<file path="config.mk">
export PLATFORM = sky130hd
export DESIGN_NAME = bcn_texture_block_decode
export DESIGN_NICKNAME = d
export VERILOG_FILES = /design/src/bcn_tbd_pkg.sv /design/src/bcn_texture_block_decode.sv
export SDC_FILE = /design/constraint.sdc
export NUM_CORES = 2
export LEC_CHECK = 0
export ABC_AREA = 1
export BUFFER_PORTS_ARGS = -buffer_cell sky130_fd_sc_hd__buf_2
export CAP_MARGIN = 20
export CORE_ASPECT_RATIO = 0.6
export CORE_UTILIZATION = 65
export CTS_CLUSTER_DIAMETER = 200
export DETAILED_ROUTE_END_ITERATION = 10
export PLACE_DENSITY_LB_ADDON = 0.25
export SYNTH_ARGS = -nofsm -noshare
export SYNTH_HDL_FRONTEND = slang
export SYNTH_SLANG_ARGS = --single-unit
</file>
<file path="constraint.sdc">
create_clock -name clk_i -period 13.7 [get_ports clk_i]
set_input_delay 1.37 -clock clk_i [delete_from_list [all_inputs] [get_ports clk_i]]
set_output_delay 1.37 -clock clk_i [all_outputs]
set_load 0.05 [all_outputs]
</file>
<file path="src/bcn_tbd_pkg.sv">
// Shared types, constants and texel arithmetic for the BC1..BC5 block decoder.
// No dependencies; imported by bcn_texture_block_decode and tb_top.
package bcn_tbd_pkg;

  // Largest image edge honoured by clipping; wider settings saturate to it.
  localparam int unsigned MaxImageSize = 16384;
  // Width of the clip compare: block origin plus column offset, and the limit.
  localparam int ClipW = 17;

  // Format codes held in the format register.
  localparam logic [2:0] FmtBc1 = 3'd1;
  localparam logic [2:0] FmtBc2 = 3'd2;
  localparam logic [2:0] FmtBc3 = 3'd3;
  localparam logic [2:0] FmtBc4 = 3'd4;
  localparam logic [2:0] FmtBc5 = 3'd5;

  // Byte write masks.
  localparam logic [3:0] MaskRgba = 4'hF;
  localparam logic [3:0] MaskR    = 4'h1;
  localparam logic [3:0] MaskRg   = 4'h3;
  localparam logic [3:0] MaskNone = 4'h0;

  // Configuration register indexes.
  typedef enum logic [1:0] {
    CfgFormat  = 2'd0,
    CfgNoAlpha = 2'd1,
    CfgWidth   = 2'd2,
    CfgHeight  = 2'd3
  } cfg_reg_e;

  // Divisor applied in the second stage.
  typedef enum logic [1:0] {
    DivNone = 2'd0,
    Div3    = 2'd1,
    Div5    = 2'd2,
    Div7    = 2'd3
  } div_e;

  // One output byte before division: sign, magnitude and divisor.
  typedef struct packed {
    logic       neg;
    logic [10:0] mag;
    div_e       div;
  } num_t;

  typedef num_t [3:0] px_t;

  function automatic num_t num_direct(logic [7:0] v);
    num_t n;
    n.neg = 1'b0;
    n.mag = 11'(v);
    n.div = DivNone;
    return n;
  endfunction

  function automatic logic [2:0][7:0] expand565(logic [15:0] v);
    logic [2:0][7:0] r;
    r[0] = {v[4:0], v[4:2]};
    r[1] = {v[10:5], v[10:9]};
    r[2] = {v[15:11], v[15:13]};
    return r;
  endfunction

  // Colour texel k of a 64-bit colour half: bytes 0..2 colour, byte 3 alpha.
  function automatic px_t color_texel(logic [63:0] word, logic [3:0] k, logic four,
                                      logic transparent);
    logic [15:0]     e0;
    logic [15:0]     e1;
    logic [1:0]      sel;
    logic [2:0][7:0] a;
    logic [2:0][7:0] b;
    logic            four_like;
    px_t             px;
    e0        = word[15:0];
    e1        = word[31:16];
    sel       = 2'(word[63:32] >> {k, 1'b0});
    a         = expand565(e0);
    b         = expand565(e1);
    four_like = four || (e0 > e1);
    for (int n = 0; n < 3; n++) begin
      case (sel)
        2'd0: px[n] = num_direct(a[n]);
        2'd1: px[n] = num_direct(b[n]);
        2'd2: begin
          if (four_like) begin
            px[n] = '{neg: 1'b0, mag: 11'({a[n], 1'b0}) + 11'(b[n]), div: Div3};
          end else begin
            px[n] = num_direct(8'((9'(a[n]) + 9'(b[n])) >> 1));
          end
        end
        default: begin
          if (four_like) begin
            px[n] = '{neg: 1'b0, mag: 11'({b[n], 1'b0}) + 11'(a[n]), div: Div3};
          end else begin
            px[n] = num_direct(8'd0);
          end
        end
      endcase
    end
    px[3] = num_direct((!four_like && sel == 2'd3 && transparent) ? 8'd0 : 8'd255);
    return px;
  endfunction

  // Interpolated single channel texel k; sgn treats the endpoints as signed.
  function automatic num_t chan_texel(logic [63:0] word, logic [3:0] k, logic sgn);
    logic signed [9:0]  sa;
    logic signed [9:0]  sb;
    logic [2:0]         sel;
    logic signed [4:0]  wa;
    logic signed [4:0]  wb;
    logic signed [11:0] sum;
    num_t               n;
    sa  = {{2{sgn & word[7]}}, word[7:0]};
    sb  = {{2{sgn & word[15]}}, word[15:8]};
    sel = 3'(word[63:16] >> (6'(k) * 6'd3));
    wa  = '0;
    wb  = '0;
    n.div = DivNone;
    if (sel == 3'd0) begin
      sum = 12'(sa);
    end else if (sel == 3'd1) begin
      sum = 12'(sb);
    end else if (sa > sb) begin
      wa    = 5'(5'd8 - {2'b00, sel});
      wb    = 5'({2'b00, sel} - 5'd1);
      sum   = 12'(wa) * 12'(sa) + 12'(wb) * 12'(sb);
      n.div = Div7;
    end else if (sel < 3'd6) begin
      wa    = 5'(5'd6 - {2'b00, sel});
      wb    = 5'({2'b00, sel} - 5'd1);
      sum   = 12'(wa) * 12'(sa) + 12'(wb) * 12'(sb);
      n.div = Div5;
    end else if (sel == 3'd6) begin
      sum = sgn ? -12'sd128 : 12'sd0;
    end else begin
      sum = sgn ? 12'sd127 : 12'sd255;
    end
    n.neg = sum[11];
    n.mag = sum[11] ? 11'(-sum) : 11'(sum);
    return n;
  endfunction

  // Divide by a constant through a reciprocal, then restore the sign.
  function automatic logic [7:0] div_out(num_t n);
    logic [23:0] p;
    logic [7:0]  q;
    p = '0;
    case (n.div)
      Div3: begin
        p = 24'(n.mag) * 24'd683;
        q = p[18:11];
      end
      Div5: begin
        p = 24'(n.mag) * 24'd3277;
        q = p[21:14];
      end
      Div7: begin
        p = 24'(n.mag) * 24'd2341;
        q = p[21:14];
      end
      default: q = n.mag[7:0];
    endcase
    return n.neg ? (~q) + 8'd1 : q;
  endfunction

endpackage

</file>
<file path="src/bcn_texture_block_decode.sv">
// BC1..BC5 compressed 4x4 block decoder: one texel result per cycle.
// Depends on bcn_tbd_pkg for codes, types and the texel arithmetic.
//
//  port group          direction  handshake                      beat
//  ------------------  ---------  -----------------------------  --------------------------
//  cfg_*               in         cfg_we_i, no wait              one register write
//  start/busy, block_* in         taken when start & !busy       one compressed block
//  texel_*, out_*, ... out        texel_strobe_o, one cycle      one texel, last_o on final
//
//  A block gives one beat per texel that lies inside the image (columns times rows
//  after clipping, 1 to 16), as the texel walker sets it. A wholly clipped block or
//  a bad format gives one empty beat. busy drops during the cycle of the final texel,
//  so blocks follow one another with no gap. Each result passes the first-stage and
//  result registers after its texel is walked. Reset gives format BC1, signed channels
//  with BC1 transparency, and a 16384 x 16384 image. The receiver cannot stall.
module bcn_texture_block_decode
  import bcn_tbd_pkg::*;
(
  input  logic        clk_i,
  input  logic        rst_ni,
  input  logic        cfg_we_i,
  input  logic [1:0]  cfg_index_i,
  input  logic [14:0] cfg_data_i,
  input  logic        start,
  output logic        busy,
  input  logic [13:0] block_x_i,
  input  logic [13:0] block_y_i,
  input  logic [63:0] block_low_i,
  input  logic [63:0] block_high_i,
  output logic        texel_strobe_o,
  output logic [1:0]  texel_col_o,
  output logic [1:0]  texel_row_o,
  output logic [7:0]  out_byte0_o,
  output logic [7:0]  out_byte1_o,
  output logic [7:0]  out_byte2_o,
  output logic [7:0]  out_byte3_o,
  output logic [3:0]  write_mask_o,
  output logic        last_o
);

  // Configuration registers.
  logic [2:0]  format_q;
  logic        no_alpha_q;
  logic [14:0] image_width_q;
  logic [14:0] image_height_q;

  // Held block and texel walker.
  logic [63:0] held_low_q, held_high_q;
  logic        run_q, run_d;
  logic [1:0]  col_q, col_d, row_q, row_d;
  logic [1:0]  last_col_q, last_col_d, last_row_q, last_row_d;
  logic        empty_q, empty_d;
  logic [3:0]  mask_q, mask_d;

  // First stage: numerators ahead of the divide.
  logic        s1_valid_q, s1_valid_d;
  logic [1:0]  s1_col_q, s1_col_d, s1_row_q, s1_row_d;
  logic [3:0]  s1_mask_q, s1_mask_d;
  logic        s1_last_q, s1_last_d;
  px_t         s1_px_q, s1_px_d;

  // Result register.
  logic        out_valid_q;
  logic [1:0]  out_col_q, out_row_q;
  logic [7:0]  out_b0_q, out_b1_q, out_b2_q, out_b3_q;
  logic [3:0]  out_mask_q;
  logic        out_last_q;

  logic                 accept;
  logic                 at_end;
  logic [3:0]           col_ok, row_ok;
  logic [ClipW-1:0]     w_lim, h_lim;
  logic [3:0]           k;
  logic                 sgn;
  px_t                  col_px;

  // Configuration writes; the stages read these live, so write only while idle.
  always_ff @(posedge clk_i or negedge rst_ni) begin
    if (!rst_ni) begin
      format_q       <= FmtBc1;
      no_alpha_q     <= 1'b0;
      image_width_q  <= 15'd16384;
      image_height_q <= 15'd16384;
    end else if (cfg_we_i) begin
      case (cfg_reg_e'(cfg_index_i))
        CfgFormat:  format_q       <= cfg_data_i[2:0];
        CfgNoAlpha: no_alpha_q     <= cfg_data_i[0];
        CfgWidth:   image_width_q  <= cfg_data_i;
        CfgHeight:  image_height_q <= cfg_data_i;
        default:    format_q       <= format_q;
      endcase
    end
  end

  // Clip the incoming block: columns and rows inside the image form a prefix.
  always_comb begin
    w_lim = (ClipW'(image_width_q) > ClipW'(MaxImageSize)) ? ClipW'(MaxImageSize)
                                                            : ClipW'(image_width_q);
    h_lim = (ClipW'(image_height_q) > ClipW'(MaxImageSize)) ? ClipW'(MaxImageSize)
                                                             : ClipW'(image_height_q);
    for (int i = 0; i < 4; i++) begin
      col_ok[i] = (ClipW'(block_x_i) + ClipW'(i)) < w_lim;
      row_ok[i] = (ClipW'(block_y_i) + ClipW'(i)) < h_lim;
    end
    case (format_q)
      FmtBc1, FmtBc2, FmtBc3: mask_d = MaskRgba;
      FmtBc4:                 mask_d = MaskR;
      FmtBc5:                 mask_d = MaskRg;
      default:                mask_d = MaskNone;
    endcase
    last_col_d = col_ok[3] ? 2'd3 : col_ok[2] ? 2'd2 : col_ok[1] ? 2'd1 : 2'd0;
    last_row_d = row_ok[3] ? 2'd3 : row_ok[2] ? 2'd2 : row_ok[1] ? 2'd1 : 2'd0;
    empty_d    = !col_ok[0] || !row_ok[0] || (mask_d == MaskNone);
  end

  // Texel walker: visit only in-image texels, row-major, one per cycle.
  always_comb begin
    at_end = empty_q || (col_q == last_col_q && row_q == last_row_q);
    busy   = run_q && !at_end;
    accept = start && !busy;
    run_d  = run_q;
    col_d  = col_q;
    row_d  = row_q;
    if (accept) begin
      run_d = 1'b1;
      col_d = 2'd0;
      row_d = 2'd0;
    end else if (run_q) begin
      if (at_end) begin
        run_d = 1'b0;
      end else if (col_q == last_col_q) begin
        col_d = 2'd0;
        row_d = row_q + 2'd1;
      end else begin
        col_d = col_q + 2'd1;
      end
    end
  end

  always_ff @(posedge clk_i or negedge rst_ni) begin
    if (!rst_ni) begin
      run_q <= 1'b0;
      col_q <= 2'd0;
      row_q <= 2'd0;
    end else begin
      run_q <= run_d;
      col_q <= col_d;
      row_q <= row_d;
    end
  end

  // Hold the block payload and its clip summary from the accepting edge.
  always_ff @(posedge clk_i) begin
    if (accept) begin
      held_low_q  <= block_low_i;
      held_high_q <= block_high_i;
      last_col_q  <= last_col_d;
      last_row_q  <= last_row_d;
      empty_q     <= empty_d;
      mask_q      <= mask_d;
    end
  end

  // First stage: pick endpoints and weights for the current texel.
  always_comb begin
    k      = {row_q, col_q};
    sgn    = !no_alpha_q;
    col_px = color_texel((format_q == FmtBc1) ? held_low_q : held_high_q, k,
                         format_q != FmtBc1, (format_q == FmtBc1) && !no_alpha_q);
    s1_px_d = '{default: num_direct(8'd0)};
    case (format_q)
      FmtBc1: s1_px_d = col_px;
      FmtBc2: begin
        s1_px_d    = col_px;
        s1_px_d[3] = num_direct({2{4'(held_low_q >> {k, 2'b00})}});
      end
      FmtBc3: begin
        s1_px_d    = col_px;
        s1_px_d[3] = chan_texel(held_low_q, k, 1'b0);
      end
      FmtBc4: s1_px_d[0] = chan_texel(held_low_q, k, sgn);
      FmtBc5: begin
        s1_px_d[0] = chan_texel(held_low_q, k, sgn);
        s1_px_d[1] = chan_texel(held_high_q, k, sgn);
      end
      default: s1_px_d = '{default: num_direct(8'd0)};
    endcase
    // An empty block carries a single blank beat.
    if (empty_q) begin
      s1_px_d = '{default: num_direct(8'd0)};
    end
    s1_valid_d = run_q;
    s1_col_d   = empty_q ? 2'd0 : col_q;
    s1_row_d   = empty_q ? 2'd0 : row_q;
    s1_mask_d  = empty_q ? MaskNone : mask_q;
    s1_last_d  = at_end;
  end

  always_ff @(posedge clk_i or negedge rst_ni) begin
    if (!rst_ni) begin
      s1_valid_q  <= 1'b0;
      out_valid_q <= 1'b0;
    end else begin
      s1_valid_q  <= s1_valid_d;
      out_valid_q <= s1_valid_q;
    end
  end

  always_ff @(posedge clk_i) begin
    s1_col_q  <= s1_col_d;
    s1_row_q  <= s1_row_d;
    s1_mask_q <= s1_mask_d;
    s1_last_q <= s1_last_d;
    s1_px_q   <= s1_px_d;
  end

  // Second stage: divide by the interpolation constant and register the beat.
  always_ff @(posedge clk_i) begin
    out_col_q  <= s1_col_q;
    out_row_q  <= s1_row_q;
    out_mask_q <= s1_mask_q;
    out_last_q <= s1_last_q;
    out_b0_q   <= div_out(s1_px_q[0]);
    out_b1_q   <= div_out(s1_px_q[1]);
    out_b2_q   <= div_out(s1_px_q[2]);
    out_b3_q   <= div_out(s1_px_q[3]);
  end

  assign texel_strobe_o = out_valid_q;
  assign texel_col_o    = out_col_q;
  assign texel_row_o    = out_row_q;
  assign out_byte0_o    = out_b0_q;
  assign out_byte1_o    = out_b1_q;
  assign out_byte2_o    = out_b2_q;
  assign out_byte3_o    = out_b3_q;
  assign write_mask_o   = out_mask_q;
  assign last_o         = out_last_q;

endmodule

</file>
# After elaboration in Yosys (flattened, before gate mapping)
# Cells that the tools add are included.
# op_classes
eq_ne	31
n_bitwise	8
n_mux	76
n_lt_le_gt_ge	16
shifts	4
add_sub_neg	37
reduce_logical	32
mul	22
# op_table
op	n
$mux 12	25
$mul 11x12->22 const B	8
$pmux 12 s3	3
$pmux 8 s3	4
$shr 48x6->3	2
$lt 15x15->1	6
$pmux 28 s3	1
$mul 11x10->19 const B	4
$add 12x12->12	6
$mul 4x9->12	6
$mux 64	1
$shr 64x6->4	1
$add 14x2->15 const B	4
$add 9x8->10	6
$mux 8	7
$mux 11	4
$neg 11->11	4
$pmux 14 s3	1
$mux 2	19
$mul 5x9->12	3
$add 8x1->8 const B	4
$not 8->8	4
$shr 32x5->2	1
$add 14x1->15 const B	2
other kinds (36)	100
# word_totals
output_inout_bits	43
ff_bits	284
wordCells	267

# Depth between registers and ports, before layout
# depth
word_depth	13
ltp_mapped	57
depth_no_buf	53

# Worst setup path before layout
# No wires, ideal clock.
# synth_timing
path_kind	register to register
startpoint	register col_q[0]
endpoint	register s1_px_q[10] (netlist name)
arrival_time_ns	8.336
stages_incl_launch_ff	52
required_time_ns	13.587
n_path_buf	4
setup_slack_ns	5.251
setup_time_ns	0.113
path_cell_list	dfrtp_1 > buf_6 > buf_6 > nand2_1 > nand3_1 > nand3_1 > nand2_1 > nand2_1 > nand2_4 > inv_4 > buf_1 > ha_1 > ha_1 > clkbuf_1 > inv_1 > nand2_1 > fa_1 > fa_1 > [16 not listed] > nand2_1 > and3_1 > nor2_1 > nor2_1 > nor2_1 > o21ai_0 > nand2_1 > a21oi_1 > xor2_1 > nand3_1 > nand3_1 > nand3_4 > nand2_4 > inv_2 > nand2_1 > nand2_1 > nand3_1 > nand2_1
# synth_between
elab_chain_cells	13
elab_cells_between_ends	31
cone_classes	add/sub: 7; mul: 4; order compare: 1; eq/ne: 4; shift: 2; mux: 11; reduce/logical: 2
# synth_lines
item	line	rtl
from (decl)	bcn_texture_block_decode.sv:50	logic [1:0] col_q, col_d, row_q, row_d;
from (signal assigned)	bcn_texture_block_decode.sv:147	col_q <= col_d;
$mul 4x2->6	bcn_tbd_pkg.sv:115	sel = 3'(word[63:16] >> (6'(k) * 6'd3));
$shr 48x6->3	bcn_tbd_pkg.sv:115	
$sub 3x3->4 / $sub 3x1->4 (equally long branches)	bcn_tbd_pkg.sv:129, bcn_tbd_pkg.sv:125, bcn_tbd_pkg.sv:130	
$mul 4x9->12, on equally long branches	bcn_tbd_pkg.sv:131, bcn_tbd_pkg.sv:126	
$add 12x12->12	bcn_tbd_pkg.sv:131	sum = 12'(wa) * 12'(sa) + 12'(wb) * 12'(sb);
$mux 12	bcn_tbd_pkg.sv:128	end else if (sel < 3'd6) begin
$mux 12	bcn_tbd_pkg.sv:123	end else if (sa > sb) begin
$mux 12	bcn_tbd_pkg.sv:121	end else if (sel == 3'd1) begin
$mux 12	bcn_tbd_pkg.sv:119	if (sel == 3'd0) begin
$mux 12	bcn_texture_block_decode.sv:171	case (format_q)
$neg 11->11	bcn_tbd_pkg.sv:139	n.mag = sum[11] ? 11'(-sum) : 11'(sum);
$mux 11	bcn_tbd_pkg.sv:139	
$pmux 14 s3 *	bcn_texture_block_decode.sv:171	
to (signal assigned)	bcn_texture_block_decode.sv:214	s1_px_q <= s1_px_d;
to (decl)	bcn_texture_block_decode.sv:60	px_t s1_px_q, s1_px_d;
# Mark *: on every way between the ends. The rest lies on a longest branch, timed or not. The select of a mux whose other input is x is not followed.
# A chain may end at the register's enable or synchronous reset.

# Worst setup path in the final report
# layout_timing
startpoint	register col_q[0]
endpoint	register s1_px_q[23] (netlist name)
# layout_between
elab_chain_cells	13
elab_cells_between_ends	28
cone_classes	add/sub: 6; mul: 4; order compare: 1; eq/ne: 4; shift: 2; mux: 9; reduce/logical: 2
# layout_lines
item	line
$mul 4x2->6	bcn_tbd_pkg.sv:115
$shr 48x6->3	bcn_tbd_pkg.sv:115
$sub 3x3->4 / $sub 3x1->4 (equally long branches)	bcn_tbd_pkg.sv:129, bcn_tbd_pkg.sv:125, bcn_tbd_pkg.sv:130
$mul 4x9->12, on equally long branches	bcn_tbd_pkg.sv:131, bcn_tbd_pkg.sv:126
$add 12x12->12	bcn_tbd_pkg.sv:131
$mux 12	bcn_tbd_pkg.sv:128
$mux 12	bcn_tbd_pkg.sv:123
$mux 12	bcn_tbd_pkg.sv:121
$mux 12	bcn_tbd_pkg.sv:119
$mux 12	bcn_texture_block_decode.sv:171
$neg 11->11	bcn_tbd_pkg.sv:139
$mux 11	bcn_tbd_pkg.sv:139
$pmux 14 s2 *	bcn_texture_block_decode.sv:171
# Marked as above.

==> results.cfg <==
[status]
status = finished clean

[synthesis]
synth-seq-cells = 278
yosysTopAreaCellShare = 0.247
synth-edff-count = 136
synth_top_family_by_area = adder cells
yosys.area.top_type = ha_1
syn-instance-count = 6095
muxShareOfSynthArea = 0.000420
async_reset_ff_frac = 0.147
synthXorXnorAreaFrac = 0.0463
synth_ff_type = edfxtp_1
netlist_top_cells_area = ha_1 25%, fa_1 16%, inv_1 9.8%
synth_fa_ha_area_frac = 0.412
synth_seq_area_share = 0.150
ys_types = 73
synth_warnings = 0
synth-simple-area-share = 0.172
synth_compound_area_frac = 0.107
synth_area_um2 = 47700
synth_area_per_cell_um2 = 7.82

[setup_path]
worst_path_max_delay_cell = ha_1
cp_max_fo = 72
crit_required_ps = 14260
timing.critical_path.from = col_q[0]$_DFFE_PN0P_
crit_top_cell = nand2_1
crit_path_end_kind = flop
reg2reg_from = col_q[0]$_DFFE_PN0P_
cp-start-kind = flop
cp_data_arrival_time_ps = 11760
max_stage_delay_ps = 730
path_class = reg2reg

[placed_design]
gp_congestion = 1.03
portBuffers = 219
dp_hpwl_um = 122000

[floorplan]
core_area_um2 = 72200
die_y_um = 212
io_pins = 220
die_area_um2 = 74500
fp.dieW_um = 352
rows = 76
initial_core_util = 0.661

[min_path]
min_path_type = reg2reg
hold_path_startpoint = s1_col_q[0]$_SDFF_PP0_

[layout]
final_nets = 7793
drive_gt1_frac = 0.0695
synthToLayoutAreaGrowth_pct = 6.68
layout.filler_cells = 5885
multi_input_area_um2 = 35200
regArea_um2 = 7140

[sta]
fmax_ghz = 0.0893
setup_viol = 0
setup_tns_ps = 0
period_share = 0.817
min_period_ps = 11200
rsz0062_at_grt = false
worst_slew_margin_rel = 0.261
worstMarginPinSlew_ps = 1100
skew_ps = 21.6
finalMaxSlewViolations = 0
hold_viol = 0

[drt]
drc = 0
wl_um = 145000
ant_nets = 0
num_vias = 42400
avgRoutedWirePerCell_um = 20.0
first_iter_violations = 4883
dr.pass1.iters = 7
routed_via_density = 5.82

[clocking]
cts_buffers = 29
clockBufferDepth = 3
clock_latency_ps = 640
cts_sinks = 278
cts_hold_buf = 0
cts_tree = done
cts_resized = 0
clk_pin_slew_ps = 80
cts_setup_buffers = 0
cts_root_buf = clkbuf_16
htree_levels = 1

[global_route]
grt_antenna_before_repair = 4
grt_overflow = 0
grt_max_degree = 73
grt.total_usage = 0.394
grt_pass1_vias = 40600
grt_pass1_wl_um = 225000

[flow_run]
drv_cap = 0
-- cell usage in the layout, fill, tap and decap left out, types with 35 or more instances in the layout --
cell / synthesis / routed
dfrtp_1: 38 / 36
ha_1: 943 / 943
nand3_1: 317 / 316
nand2_1: 1086 / 1086
buf_4: 11 / 39
dfxtp_1: 101 / 101
buf_2: 25 / 220
o21ai_0: 290 / 289
edfxtp_1: 136 / 136
a21oi_1: 383 / 383
fa_1: 391 / 391
inv_1: 1240 / 1239
xnor2_1: 84 / 84
o211ai_1: 37 / 37
o21ai_1: 34 / 35
nand4_1: 39 / 39
nor2_1: 348 / 348
xor2_1: 160 / 160
-- sequential cells by signal (all words and copies together) (netlist names), 3 cells and up --
signal / count
format_q: 3
held_high_q: 64
held_low_q: 64
image_height_q: 15
image_width_q: 15
mask_q: 3
out_byte0_o: 8
out_byte1_o: 8
out_byte2_o: 8
out_byte3_o: 8
s1_mask_q: 3
s1_px_q: 53
write_mask_o: 3
-- path summary, 6_finish.rpt --
path | endpoint | slack [ps] | cells after the start
worst max-delay path | s1_px_q[23]$_SDFF_PP0_ | 2500 | 46
worst min-delay path | texel_col_o[0]$_DFF_P_ | 330 | 0
worst max register to register | s1_px_q[23]$_SDFF_PP0_ | 2500 | 46
worst min register to register | texel_col_o[0]$_DFF_P_ | 330 | 0
max in group asynchronous | image_width_q[14]$_DFFE_PN1P_ | 12420 | 2
min in group asynchronous | image_width_q[6]$_DFFE_PN0P_ | 670 | 1
-- cell families (layout without fill, tap and decap cells) --
family	after synthesis	after routing
compound gates	909	909
xor+xnor	247	247
fa+ha+maj	1334	1334
buf+inv	1390	1597
flops	278	278
mux	2	2
other cells	1	5
simple gates	1934	1934
-- cell type report --
cell class | instances | area share
timing repair buffer | 260 | 0.0278
sequential | 278 | 0.140
clock inverter | 19 | 0.00487
tap | 975 | 0.0240
multi-input combinational | 4430 | 0.692
antenna | 1 | 0.0000492
inverter | 1283 | 0.0949
clock buffer | 35 | 0.0157
-- stage by stage --
step,instance area (um^2),hold WS [ps],utilization,setup WS (ps),std cells
3_5_place_dp,49800,314,0.690,2800,7225
6_report,50900,328,0.705,2500,7281
2_1_floorplan,47700,310,-,5250,6098
3_3_place_gp,49800,314,0.690,3200,7224
4_1_cts,50800,330,0.704,2790,7279
5_1_grt,50900,337,0.705,1880,7280
-- worst max-delay path, delay by kind of cell, from the launching register on --
family                   cells  cell delay, ps
XOR/XNOR                     1             160
AND/OR/NAND/NOR             19            3220
AO/OA/AOI/OAI                7             940
buffers and inverters        9            1770
adder cells (fa/ha/maj)     10            4300
flip-flops                   1             680
-- synth_stat cells, drive strengths merged (30+ instances only) --
cell	instances
xnor2	85
dfxtp	101
o21bai	30
clkbuf	57
xor2	162
o211ai	38
buf	50
nand4	39
dfrtp	38
inv	1275
edfxtp	136
nand3	323
o21ai	335
a21oi	383
ha	943
nand2	1105
nor2	362
fa	391
-- routing by layer --
layer | global-route usage | up-vias | share of wire
li1 | - | 20100 | -
met1 | 0.589 | 19800 | 0.46
met2 | 0.538 | 2286 | 0.38
met3 | 0.136 | 228 | 0.14
met4 | 0.0855 | 4 | 0.024
met5 | 0 | - | 0.00019
Power is not shown: default switching activity piles up to over one toggle a cycle in this logic, so the estimate is an artifact.
